<file path="src/rtl/pls_pkg.sv">
package pls_pkg;

	localparam int CAPACITY_DEF = 64;
	localparam int POS_W        = 7;

	typedef enum logic [1:0] {
		OP_INSERT = 2'd0,
		OP_DELETE = 2'd1,
		OP_GET    = 2'd2,
		OP_LOCATE = 2'd3
	} op_t;

	typedef enum logic {
		ST_IDLE = 1'b0,
		ST_SCAN = 1'b1
	} st_t;

	typedef struct packed {
		logic [63:0]        code;
		logic [63:0]        name;
		logic signed [31:0] price;
	} record_t;

	typedef struct packed {
		op_t                op;
		logic [POS_W-1:0]   position;
		logic [63:0]        item_code;
		logic [63:0]        item_name;
		logic signed [31:0] item_price;
	} request_t;

	typedef struct packed {
		logic               status;
		logic [POS_W-1:0]   found_position;
		logic [63:0]        out_code;
		logic [63:0]        out_name;
		logic signed [31:0] out_price;
		logic [POS_W-1:0]   list_length;
	} result_t;

	// per-word strobes seen by every cell, high only in the accept cycle
	typedef struct packed {
		logic ins;
		logic del;
		logic get;
		logic loc;
	} cell_ctl_t;

endpackage

</file>
<file path="src/rtl/pls_cell.sv">
module pls_cell #(
	parameter int IDX = 0,
	parameter int CW  = 7
) (
	input  logic                clk,
	input  pls_pkg::cell_ctl_t  ctl,
	input  logic [CW-1:0]       p0,
	input  logic [CW-1:0]       cnt,
	input  pls_pkg::record_t    item,
	input  pls_pkg::record_t    prev,
	input  pls_pkg::record_t    next,
	output pls_pkg::record_t    rec,
	output logic                hit
);

	localparam logic [CW-1:0] MY_IDX  = CW'(IDX);
	localparam logic [CW-1:0] NXT_IDX = CW'(IDX + 1);

	pls_pkg::record_t rec_q;

	always_ff @(posedge clk) begin
		if (ctl.ins) begin
			if (MY_IDX == p0) begin
				rec_q <= item;
			end else if (MY_IDX > p0 && MY_IDX <= cnt) begin
				rec_q <= prev;
			end
		end else if (ctl.del) begin
			// close the gap: every entry from the deleted slot up takes its upper neighbor
			if (MY_IDX >= p0 && NXT_IDX < cnt) begin
				rec_q <= next;
			end
		end
	end

	always_comb begin
		hit = (ctl.get && MY_IDX == p0) ||
		      (ctl.loc && MY_IDX < cnt && rec_q == item);
	end

	assign rec = rec_q;

endmodule

</file>
<file path="config.mk">
export PLATFORM = sky130hd
export DESIGN_NAME = pls_cell
export DESIGN_NICKNAME = d
export VERILOG_FILES = /design/src/rtl/pls_pkg.sv /design/src/rtl/pls_cell.sv
export SDC_FILE = /design/constraint.sdc
export NUM_CORES = 1
export LEC_CHECK = 0
export ABC_AREA = 1
export BUFFER_PORTS_ARGS = -buffer_cell sky130_fd_sc_hd__clkbuf_2
export CORE_AREA = 2 2 253 255
export DETAILED_ROUTE_END_ITERATION = 10
export DIE_AREA = 0 0 255 257
export PLACE_DENSITY = 0.45
export SLEW_MARGIN = 10
export SYNTH_ARGS = -nofsm -noshare
export SYNTH_HDL_FRONTEND = slang
export SYNTH_SLANG_ARGS = --single-unit
export TNS_END_PERCENT = 10
</file>
<file path="constraint.sdc">
create_clock -name clk -period 24.5 [get_ports clk]
set_input_delay 6.125 -clock clk [delete_from_list [all_inputs] [get_ports clk]]
set_output_delay 6.125 -clock clk [all_outputs]
set_load 0.05 [all_outputs]
</file>
==> flow_summary.json, run 1 <==
{
  "drc": 0,
  "critPathCaptureType": "output pin",
  "timing_worst_slew_pin_value_ns": 0.938,
  "critical_path.slowest_cell": "sky130_fd_sc_hd__clkbuf_2",
  "power.ir.vdd_worst_v": 0.0000490,
  "final_area_um2": 15800,
  "worstSetupStartpoint": "item[85]",
  "floorplan.die.width_um": 255,
  "timing.critical_path.required_ns": 18.38,
  "dr.first_iter.drc_count": 902,
  "route.antenna.remaining_nets": 0,
  "firstDrtPassIters": 7,
  "cell_by_cell_listing_of_the_critical_path": "clkbuf_2, nand2_1, o21ai_0, nor2_1, nand2_1, nor2_1, nand3_1, nor2_1, nand3_1, nand2_1, clkbuf_2",
  "cp.arrival_ns": 8.26,
  "synth_simple_gate_area_frac": 0.262,
  "numCtsBuffers": 17,
  "period_share": 0.587,
  "final_hold_viol_count": 0,
  "grt_first_pass_wirelength_um": 87700,
  "global_routing_usage_summed_across_all_routing_layers": 0.192,
  "worstHoldStart": "next[69]",
  "outcome": "finished, final reports clean",
  "layout_common_cells": "sky130_fd_sc_hd__clkbuf_2, sky130_fd_sc_hd__nand2_1, sky130_fd_sc_hd__a21oi_1",
  "hpwl_reported_at_the_end_of_detailed_placement_um": 53500,
  "number_of_flip_flops_in_the_largest_register": 160,
  "grt.overflow.total": 0,
  "wl_um": 64600,
  "syn2layout_area_growth_pct": 42.9,
  "synthesis.yosys.warnings": 0,
  "critical_path_cell_count": 11,
  "synth_adder_area_share": 0,
  "fin_worst_hold_slack_ns": 5.95,
  "worstSetupStartpointType": "input pin",
  "postCtsSetupRepairBufs": 0,
  "least_setup_slack_across_all_paths_after_layout_ns": 10.11,
  "cp_slowest_stage_delay_ns": 0.31,
  "cts_max_path_buffers": 2,
  "critical-path-top-delay-family": "simple AND/OR/NAND/NOR gates",
  "p_leak_uw": 0.00771,
  "synth-xor-area-share": 0.0341,
  "via_count_of_the_routed_design": 12800,
  "setup-violations-final": 0,
  "die_height_um": 257,
  "floorplan.io_pins": 660,
  "grt_antenna_before_repair": 8,
  "clock_slew_seen_by_the_registers_of_the_worst_setup_and_hold_paths_ns": 0.07,
  "gp_congestion": 0.878,
  "dieArea_um2": 65500,
  "crit_type": "in2out",
  "drv_cap": 0,
  "synth_top_family_by_area": "simple AND/OR/NAND/NOR gates",
  "largest_net_degree_at_the_start_of_global_routing": 72,
  "synth_sequential_area_ratio": 0.435,
  "cts.repair.resized": 0,
  "post_synth_instance_area_um2": 11000,
  "worst_hold_path_type": "in2reg",
  "post_synth_inst_count": 1607,
  "syn-num-nets": 2106,
  "final_period_minus_worst_setup_slack_ns": 14.39,
  "cts_hold_buf": 0,
  "num-fill-cells": 7153,
  "crit_path_end": "hit",
  "timing.max_slew.rel_slack": 0.375,
  "multiplexer_share_of_the_synthesized_area": 0,
  "avgRoutedWirePerCell_um": 20.9,
  "peak_clock_frequency_supported_by_timing_ghz": 0.0695,
  "synth-edff-count": 160,
  "finalSetupTns_ns": 0,
  "synth_seq_cells": 160,
  "path_max_fanout": 3,
  "ctsHtreeMaxLevel": 4,
  "cts_tree": "done",
  "power.total_uw": 707,
  "post_route_cells_drive_above_1_share": 0.315,
  "clock-root-buffer": "sky130_fd_sc_hd__clkbuf_16",
  "clock-sinks": 160,
  "rows": 92,
  "synth_cell_types": 21,
  "first_global_vias": 12800,
  "syn_avg_cell_area_um2": 6.87,
  "io_buffer_count": 659,
  "core-area_um2": 62700,
  "synth-compound-area-share": 0.155,
  "dr_vias_cell": 4.15,
  "postSynth.asyncResetShare": 0,
  "top_flip_flop_cell_by_instance_count_after_synthesis": "sky130_fd_sc_hd__edfxtp_1",
  "layout.nets": 2727,
  "grt_setup_unrepaired": "no",
  "starting_density_of_the_core": 0.176,
  "final_report_max_slew_violation_count": 0,
  "post-place-ws_ns": 9.92,
  "worst_path_buffer_plus_inverter_count": 2,
  "layout_commonest_cell": "sky130_fd_sc_hd__clkbuf_2",
  "placed_cell_area_um2": 15200,
  "areal_power_density_over_the_cells_nw_per_um2": 44.9
}
[cells in the mapped netlist (2+ instances only)]
master / count / share of area
sky130_fd_sc_hd__nor2_1: 223 / 0.076
sky130_fd_sc_hd__nand4_1: 26 / 0.015
sky130_fd_sc_hd__xor2_1: 5 / 0.0040
sky130_fd_sc_hd__nand2_1: 482 / 0.16
sky130_fd_sc_hd__inv_1: 247 / 0.084
sky130_fd_sc_hd__inv_2: 2 / 0.00068
sky130_fd_sc_hd__buf_1: 16 / 0.0054
sky130_fd_sc_hd__buf_2: 15 / 0.0068
sky130_fd_sc_hd__clkbuf_1: 28 / 0.0095
sky130_fd_sc_hd__nor3_1: 3 / 0.0014
sky130_fd_sc_hd__o21ai_0: 16 / 0.0073
sky130_fd_sc_hd__or2_2: 6 / 0.0034
sky130_fd_sc_hd__nand3_1: 5 / 0.0023
sky130_fd_sc_hd__edfxtp_1: 160 / 0.44
sky130_fd_sc_hd__a21oi_1: 321 / 0.15
sky130_fd_sc_hd__buf_4: 10 / 0.0068
sky130_fd_sc_hd__xnor2_1: 38 / 0.030
[through the flow]
step | cells | utilization
after floorplan | 1607 | -
after global placement | 3055 | 0.242
after detailed placement | 3055 | 0.242
after CTS | 3087 | 0.251
after global routing | 3089 | 0.251
final | 3091 | 0.251
[cells by family after synthesis]
group | Yosys count
compound gates | 340
xor+xnor | 43
buf+inv | 318
simple gates | 746
flops | 160
[how the worst min path moves through the flow]
| stage | end | slack, ns | depth (start not counted) |
|---|---|---|---|
| finish | rec[69] | 5.95 | 3 |
| global route | rec[93] | 5.93 | 3 |
| CTS | rec[34] | 5.90 | 3 |
| detailed placement | rec[45] | 6.45 | 3 |
| global placement | rec[31] | 6.44 | 3 |
| floorplan | rec[0] | 6.35 | 2 |
[power breakdown]
group	total (uW)	switching (uW)	internal, uW
registers	306	1.29	305
clock network	276	127	149
logic	125	73.4	51.7
total	707	202	505
[final cells by class]
cell class	count	area (um2)	area share
repair buffers	671	3390	0.215
diodes	4	10.0	0.000635
clock buffers	21	440	0.0279
clock inverters	11	116	0.00738
inverters	249	945	0.0599
multi-input cells	1129	5000	0.317
flip-flops and latches	160	4800	0.305
well taps	846	1060	0.0671
[routing by layer]
metal,track usage,vias to the layer above,routed length (um)
met1,0.222,5863,26400
met2,0.342,550,32300
met5,0,-,35
met3,0.0475,66,4260
met4,0.0617,6,1530
li1,-,6351,-
Note: power is estimated with default switching activity, not from simulation.
==> run 2: changes to the inputs <==
--- a/config.mk
+++ b/config.mk
@@ -7,10 +7,10 @@
 export LEC_CHECK = 0
 export ABC_AREA = 1
 export BUFFER_PORTS_ARGS = -buffer_cell sky130_fd_sc_hd__clkbuf_2
-export CORE_AREA = 2 2 253 255
+export CORE_AREA = 2 2 255 257
 export DETAILED_ROUTE_END_ITERATION = 10
-export DIE_AREA = 0 0 255 257
-export PLACE_DENSITY = 0.45
+export DIE_AREA = 0 0 257 259
+export PLACE_DENSITY = 0.46
 export SLEW_MARGIN = 10
 export SYNTH_ARGS = -nofsm -noshare
 export SYNTH_HDL_FRONTEND = slang
==> constraint.sdc (replaced) <==
create_clock -name clk -period 12.6 [get_ports clk]
set_input_delay 3.15 -clock clk [delete_from_list [all_inputs] [get_ports clk]]
set_output_delay 3.15 -clock clk [all_outputs]
set_load 0.05 [all_outputs]
==> run 2 against run 1 <==
Net effect: die area increased by 1.6%; final area increased by 0.38%; critical path type unchanged; highest routed layer unchanged; largest power group unchanged; worst setup slack got worse by 5.9 ns; wire length increased by 0.70%.
==> flow_summary.json, run 2 (synthesis gave the netlist of run 1 again) <==
{
  "core-area_um2": 63900,
  "floorplan.io_pins": 660,
  "worstSetupStartpointType": "input pin",
  "die_height_um": 259,
  "worst_path_buffer_plus_inverter_count": 3,
  "critPathCaptureType": "output pin",
  "critical-path-top-delay-family": "simple AND/OR/NAND/NOR gates",
  "areal_power_density_over_the_cells_nw_per_um2": 89.4,
  "drv_cap": 0,
  "layout_common_cells": "sky130_fd_sc_hd__clkbuf_2, sky130_fd_sc_hd__nand2_1, sky130_fd_sc_hd__a21oi_1",
  "peak_clock_frequency_supported_by_timing_ghz": 0.119,
  "clock-sinks": 160,
  "cts.repair.resized": 0,
  "grt_first_pass_wirelength_um": 89900,
  "cellInternalPower_uw": 1010,
  "postCtsSetupRepairBufs": 0,
  "holdPathEnd": "rec[2]",
  "cell_by_cell_listing_of_the_critical_path": "clkbuf_2, nor3_1, nand3_4, inv_6, nand2_1, nand2_1, clkbuf_2",
  "dr_vias_cell": 4.06,
  "drc": 0,
  "route.antenna.remaining_nets": 0,
  "timing_worst_slew_pin_value_ns": 0.957,
  "timing.max_slew.rel_slack": 0.362,
  "numCtsBuffers": 17,
  "p_leak_uw": 0.00773,
  "syn2layout_area_growth_pct": 43.4,
  "cp.arrival_ns": 5.23,
  "grt_setup_unrepaired": "no",
  "whs_path_depth": 3,
  "final_hold_viol_count": 0,
  "largest_net_degree_at_the_start_of_global_routing": 71,
  "path_max_fanout": 45,
  "num-fill-cells": 7297,
  "finalSetupTns_ns": 0,
  "grt_antenna_before_repair": 8,
  "power.ir.vdd_worst_v": 0.000104,
  "clock-root-buffer": "sky130_fd_sc_hd__clkbuf_16",
  "clkPwrFrac": 0.410,
  "fraction_of_power_consumed_by_sequential_logic": 0.420,
  "layout_commonest_cell": "sky130_fd_sc_hd__clkbuf_2",
  "firstDrtPassIters": 5,
  "gp_congestion": 0.847,
  "first_global_vias": 12700,
  "worst_hold_path_type": "in2reg",
  "critical_path.slowest_cell": "sky130_fd_sc_hd__nand3_4",
  "hpwl_reported_at_the_end_of_detailed_placement_um": 53300,
  "power.share.switching": 0.289,
  "cp_slowest_stage_delay_ns": 0.58,
  "timing.critical_path.required_ns": 9.45,
  "period_share": 0.665,
  "comb_power_share": 0.170,
  "cts_hold_buf": 0,
  "p_switching_uw": 409,
  "final_util": 0.248,
  "starting_density_of_the_core": 0.173,
  "wl_um": 65000,
  "clock_slew_seen_by_the_registers_of_the_worst_setup_and_hold_paths_ns": 0.08,
  "number_of_flip_flops_in_the_largest_register": 160,
  "post_route_cells_drive_above_1_share": 0.317,
  "outcome": "finished, final reports clean",
  "setup-violations-final": 0,
  "global_routing_usage_summed_across_all_routing_layers": 0.191,
  "final_period_minus_worst_setup_slack_ns": 8.38,
  "layout.nets": 2727,
  "dr.first_iter.drc_count": 660,
  "final_report_max_slew_violation_count": 0,
  "ctsHtreeMaxLevel": 4,
  "avgRoutedWirePerCell_um": 21.0,
  "dieArea_um2": 66600,
  "crit_type": "in2out",
  "grt.overflow.total": 0,
  "power.total_uw": 1420,
  "worstHoldStart": "next[2]",
  "cts_tree": "done",
  "floorplan.die.width_um": 257,
  "cts_max_path_buffers": 2,
  "rows": 93,
  "io_buffer_count": 659,
  "via_count_of_the_routed_design": 12600
}
==> run 2: worst max-delay path by stage <==
stage           from     end  cells past startpoint
2_1_floorplan  p0[4]  rec[0]                      5
3_3_place_gp   p0[4]     hit                      7
3_5_place_dp   p0[4]     hit                      7
4_1_cts        p0[4]     hit                      7
5_1_grt        p0[4]     hit                      7
6_report       p0[4]     hit                      7
==> run 2: area by class of cell <==
cell class	count	area, um2	share of cell area
clock inverter	15	183	0.0115
clock buffer	17	425	0.0269
tap	855	1070	0.0676
timing repair buffer	671	3390	0.214
inverter	249	945	0.0597
antenna	3	7.51	0.000474
sequential	160	4800	0.303
multi-input combinational	1129	5000	0.316
==> run 2: power by group through the flow <==
stage          Combinational (uW)  Clock [uW]  Sequential (uW)
4_1_cts                       249         594              595
2_1_floorplan                91.3           0              616
5_1_grt                       272         614              595
6_report                      241         580              595
3_5_place_dp                  248           0              607
3_3_place_gp                  247           0              607
==> run 2: tightest hold or removal path: stages <==
cell and delay [ns]:
sky130_fd_sc_hd__clkbuf_2 0.08, sky130_fd_sc_hd__nor2_1 0.03, sky130_fd_sc_hd__a21oi_1 0.10
==> run 2: layer usage <==
layer | GRT usage | part of all wire
met1 | 0.226 | 0.41
met2 | 0.336 | 0.50
met3 | 0.0536 | 0.065
met4 | 0.0556 | 0.019
met5 | 0 | 0.00075
==> run 2: through the flow <==
step | hold WS (ns) | instances | worst slack (ns) | cell area (um2)
after floorplan | 3.37 | 1607 | 0.229 | 11000
after global routing | 2.96 | 3098 | 4.04 | 15800
final | 2.97 | 3099 | 4.22 | 15800
after CTS | 2.94 | 3096 | 4.17 | 15800
after global placement | 3.47 | 3064 | 4.17 | 15200
after detailed placement | 3.47 | 3064 | 4.19 | 15200
==> run 3: changes to the inputs <==
==> constraint.sdc (replaced) <==
create_clock -name clk -period 7.08 [get_ports clk]
set_input_delay 1.77 -clock clk [delete_from_list [all_inputs] [get_ports clk]]
set_output_delay 1.77 -clock clk [all_outputs]
set_load 0.05 [all_outputs]
==> run 3 against run 2 <==
Net effect: final cell count fell by 0.13%; first-iteration DRC count rose by 21%; worst setup slack got worse by 2.6 ns; sequential share of layout area increased by 0.082 points; global-route usage down 0.085 points; utilization decreased by 0.067 points; critical endpoint unchanged; highest routed layer unchanged.
==> flow_summary.json, run 3 (synthesis gave the netlist of run 1 again) <==
{
  "number_of_flip_flops_in_the_largest_register": 160,
  "dr_vias_cell": 4.06,
  "fraction_of_power_consumed_by_sequential_logic": 0.441,
  "dr.first_iter.drc_count": 801,
  "post-place-cells": 3063,
  "dieArea_um2": 66600,
  "route.antenna.remaining_nets": 0,
  "avgRoutedWirePerCell_um": 20.8,
  "cts_hold_buf": 0,
  "whs_path_depth": 3,
  "drc": 0,
  "cell_by_cell_listing_of_the_critical_path": "clkbuf_2, xnor2_1, nand2_1, nor2_1, nand2_1, nor2_1, nand2_1, nor2_1, nand3_1, nand2_1, clkbuf_2",
  "clock-root-buffer": "sky130_fd_sc_hd__clkbuf_16",
  "ctsHtreeMaxLevel": 4,
  "path_max_fanout": 2,
  "postCtsSetupRepairBufs": 0,
  "global_routing_usage_summed_across_all_routing_layers": 0.190,
  "starting_density_of_the_core": 0.173,
  "final_hold_viol_count": 0,
  "p_leak_uw": 0.00771,
  "rows": 93,
  "clkPwrFrac": 0.381,
  "worstSetupStartpointType": "input pin",
  "period_share": 0.776,
  "outcome": "finished, final reports clean",
  "firstDrtPassIters": 5,
  "io_buffer_count": 659,
  "grt_first_pass_wirelength_um": 89600,
  "grt.overflow.total": 0,
  "final_report_max_slew_violation_count": 0,
  "cellInternalPower_uw": 1710,
  "critical_path.slowest_cell": "sky130_fd_sc_hd__xnor2_1",
  "post_route_cells_drive_above_1_share": 0.316,
  "core-area_um2": 63900,
  "final_period_minus_worst_setup_slack_ns": 5.50,
  "syn2layout_area_growth_pct": 43.0,
  "num-fill-cells": 7325,
  "cp_slowest_stage_delay_ns": 0.49,
  "timing_worst_slew_pin_value_ns": 0.979,
  "peak_clock_frequency_supported_by_timing_ghz": 0.182,
  "layout_commonest_cell": "sky130_fd_sc_hd__clkbuf_2",
  "largest_net_degree_at_the_start_of_global_routing": 95,
  "areal_power_density_over_the_cells_nw_per_um2": 152,
  "crit_type": "in2out",
  "first_global_vias": 12500,
  "die_height_um": 259,
  "cp_common_cell": "sky130_fd_sc_hd__nand2_1",
  "drv_cap": 0,
  "timing.critical_path.required_ns": 5.31,
  "final_cell_count_no_fill": 3095,
  "setup-violations-final": 0,
  "power.share.switching": 0.289,
  "clock-sinks": 160,
  "numCtsBuffers": 17,
  "finalSetupTns_ns": 0,
  "layout.nets": 2726,
  "hpwl_reported_at_the_end_of_detailed_placement_um": 53200,
  "cts_tree": "done",
  "cp.arrival_ns": 3.73,
  "via_count_of_the_routed_design": 12600,
  "wl_um": 64500,
  "worst_hold_path_type": "in2reg",
  "cts_max_path_buffers": 2,
  "gp_congestion": 0.938,
  "critPathCaptureType": "output pin",
  "comb_power_share": 0.178,
  "power.ir.vdd_worst_v": 0.000181,
  "grt_setup_unrepaired": "no",
  "p_switching_uw": 693,
  "floorplan.die.width_um": 257,
  "layout_common_cells": "sky130_fd_sc_hd__clkbuf_2, sky130_fd_sc_hd__nand2_1, sky130_fd_sc_hd__a21oi_1",
  "clock_slew_seen_by_the_registers_of_the_worst_setup_and_hold_paths_ns": 0.08,
  "grt_antenna_before_repair": 2,
  "timing.max_slew.rel_slack": 0.346,
  "floorplan.io_pins": 660,
  "cts.repair.resized": 0
}
## run 3: cell types whose count changed in the layout (fill, tap and decap cells not counted)
cell / delta
sky130_fd_sc_hd__clkinv_4: -2
sky130_fd_sc_hd__diode_2: -1
sky130_fd_sc_hd__inv_8: -1
sky130_fd_sc_hd__buf_12: +4
sky130_fd_sc_hd__inv_6: -2
sky130_fd_sc_hd__clkbuf_1: +1
sky130_fd_sc_hd__bufinv_16: -2
sky130_fd_sc_hd__clkinv_2: +4
sky130_fd_sc_hd__buf_4: -5
## run 3: layout make-up
cell class / count / area [um2] / share of cell area
Multi-Input combinational cell: 1129 / 5000 / 0.317
Sequential cell: 160 / 4800 / 0.304
Timing Repair Buffer: 670 / 3440 / 0.218
Tap cell: 855 / 1070 / 0.0678
Inverter: 249 / 945 / 0.0598
Clock buffer: 18 / 429 / 0.0272
Clock inverter: 12 / 96.3 / 0.00610
Antenna cell: 2 / 5.00 / 0.000317
## run 3: final timing paths
check	startpoint	to	slack [ns]
setup / recovery	item[153]	hit	1.58
hold / removal	next[45]	rec[45]	1.60
## run 3: worst max-delay path: cells and delay by family
family	cells	cell delay [ns]
xor gates and xnor gates	1	0.49
and+or+nand+nor	8	1.09
buffers and inverters	2	0.37
## run 3: stage by stage
step / total power, uW / instance area, um2 / util / worst slack, ns / hold WS [ns]
finish: 2400 / 15800 / 0.247 / 1.58 / 1.60
CTS: 2450 / 15800 / 0.247 / 1.41 / 1.55
global route: 2520 / 15800 / 0.247 / 1.39 / 1.57
global placement: 1520 / 15300 / 0.239 / 1.39 / 2.09
detailed placement: 1520 / 15300 / 0.239 / 1.41 / 2.09
floorplan: 1260 / 11000 / - / 1.49 / 1.99
## run 3: power groups by stage
stage,logic [uW],clock network [uW],registers (uW)
after floorplan,163,0,1100
after global placement,438,0,1080
after detailed placement,439,0,1080
after CTS,442,952,1060
after global routing,483,978,1060
final,429,915,1060
## run 3: per-layer routing
metal | vias to the layer above | track usage | wire [um]
met1 | 5698 | 0.229 | 27200
met4 | 2 | 0.0480 | 1060
met2 | 471 | 0.339 | 32700
li1 | 6342 | - | -
met5 | - | 0 | 13
met3 | 41 | 0.0441 | 3540
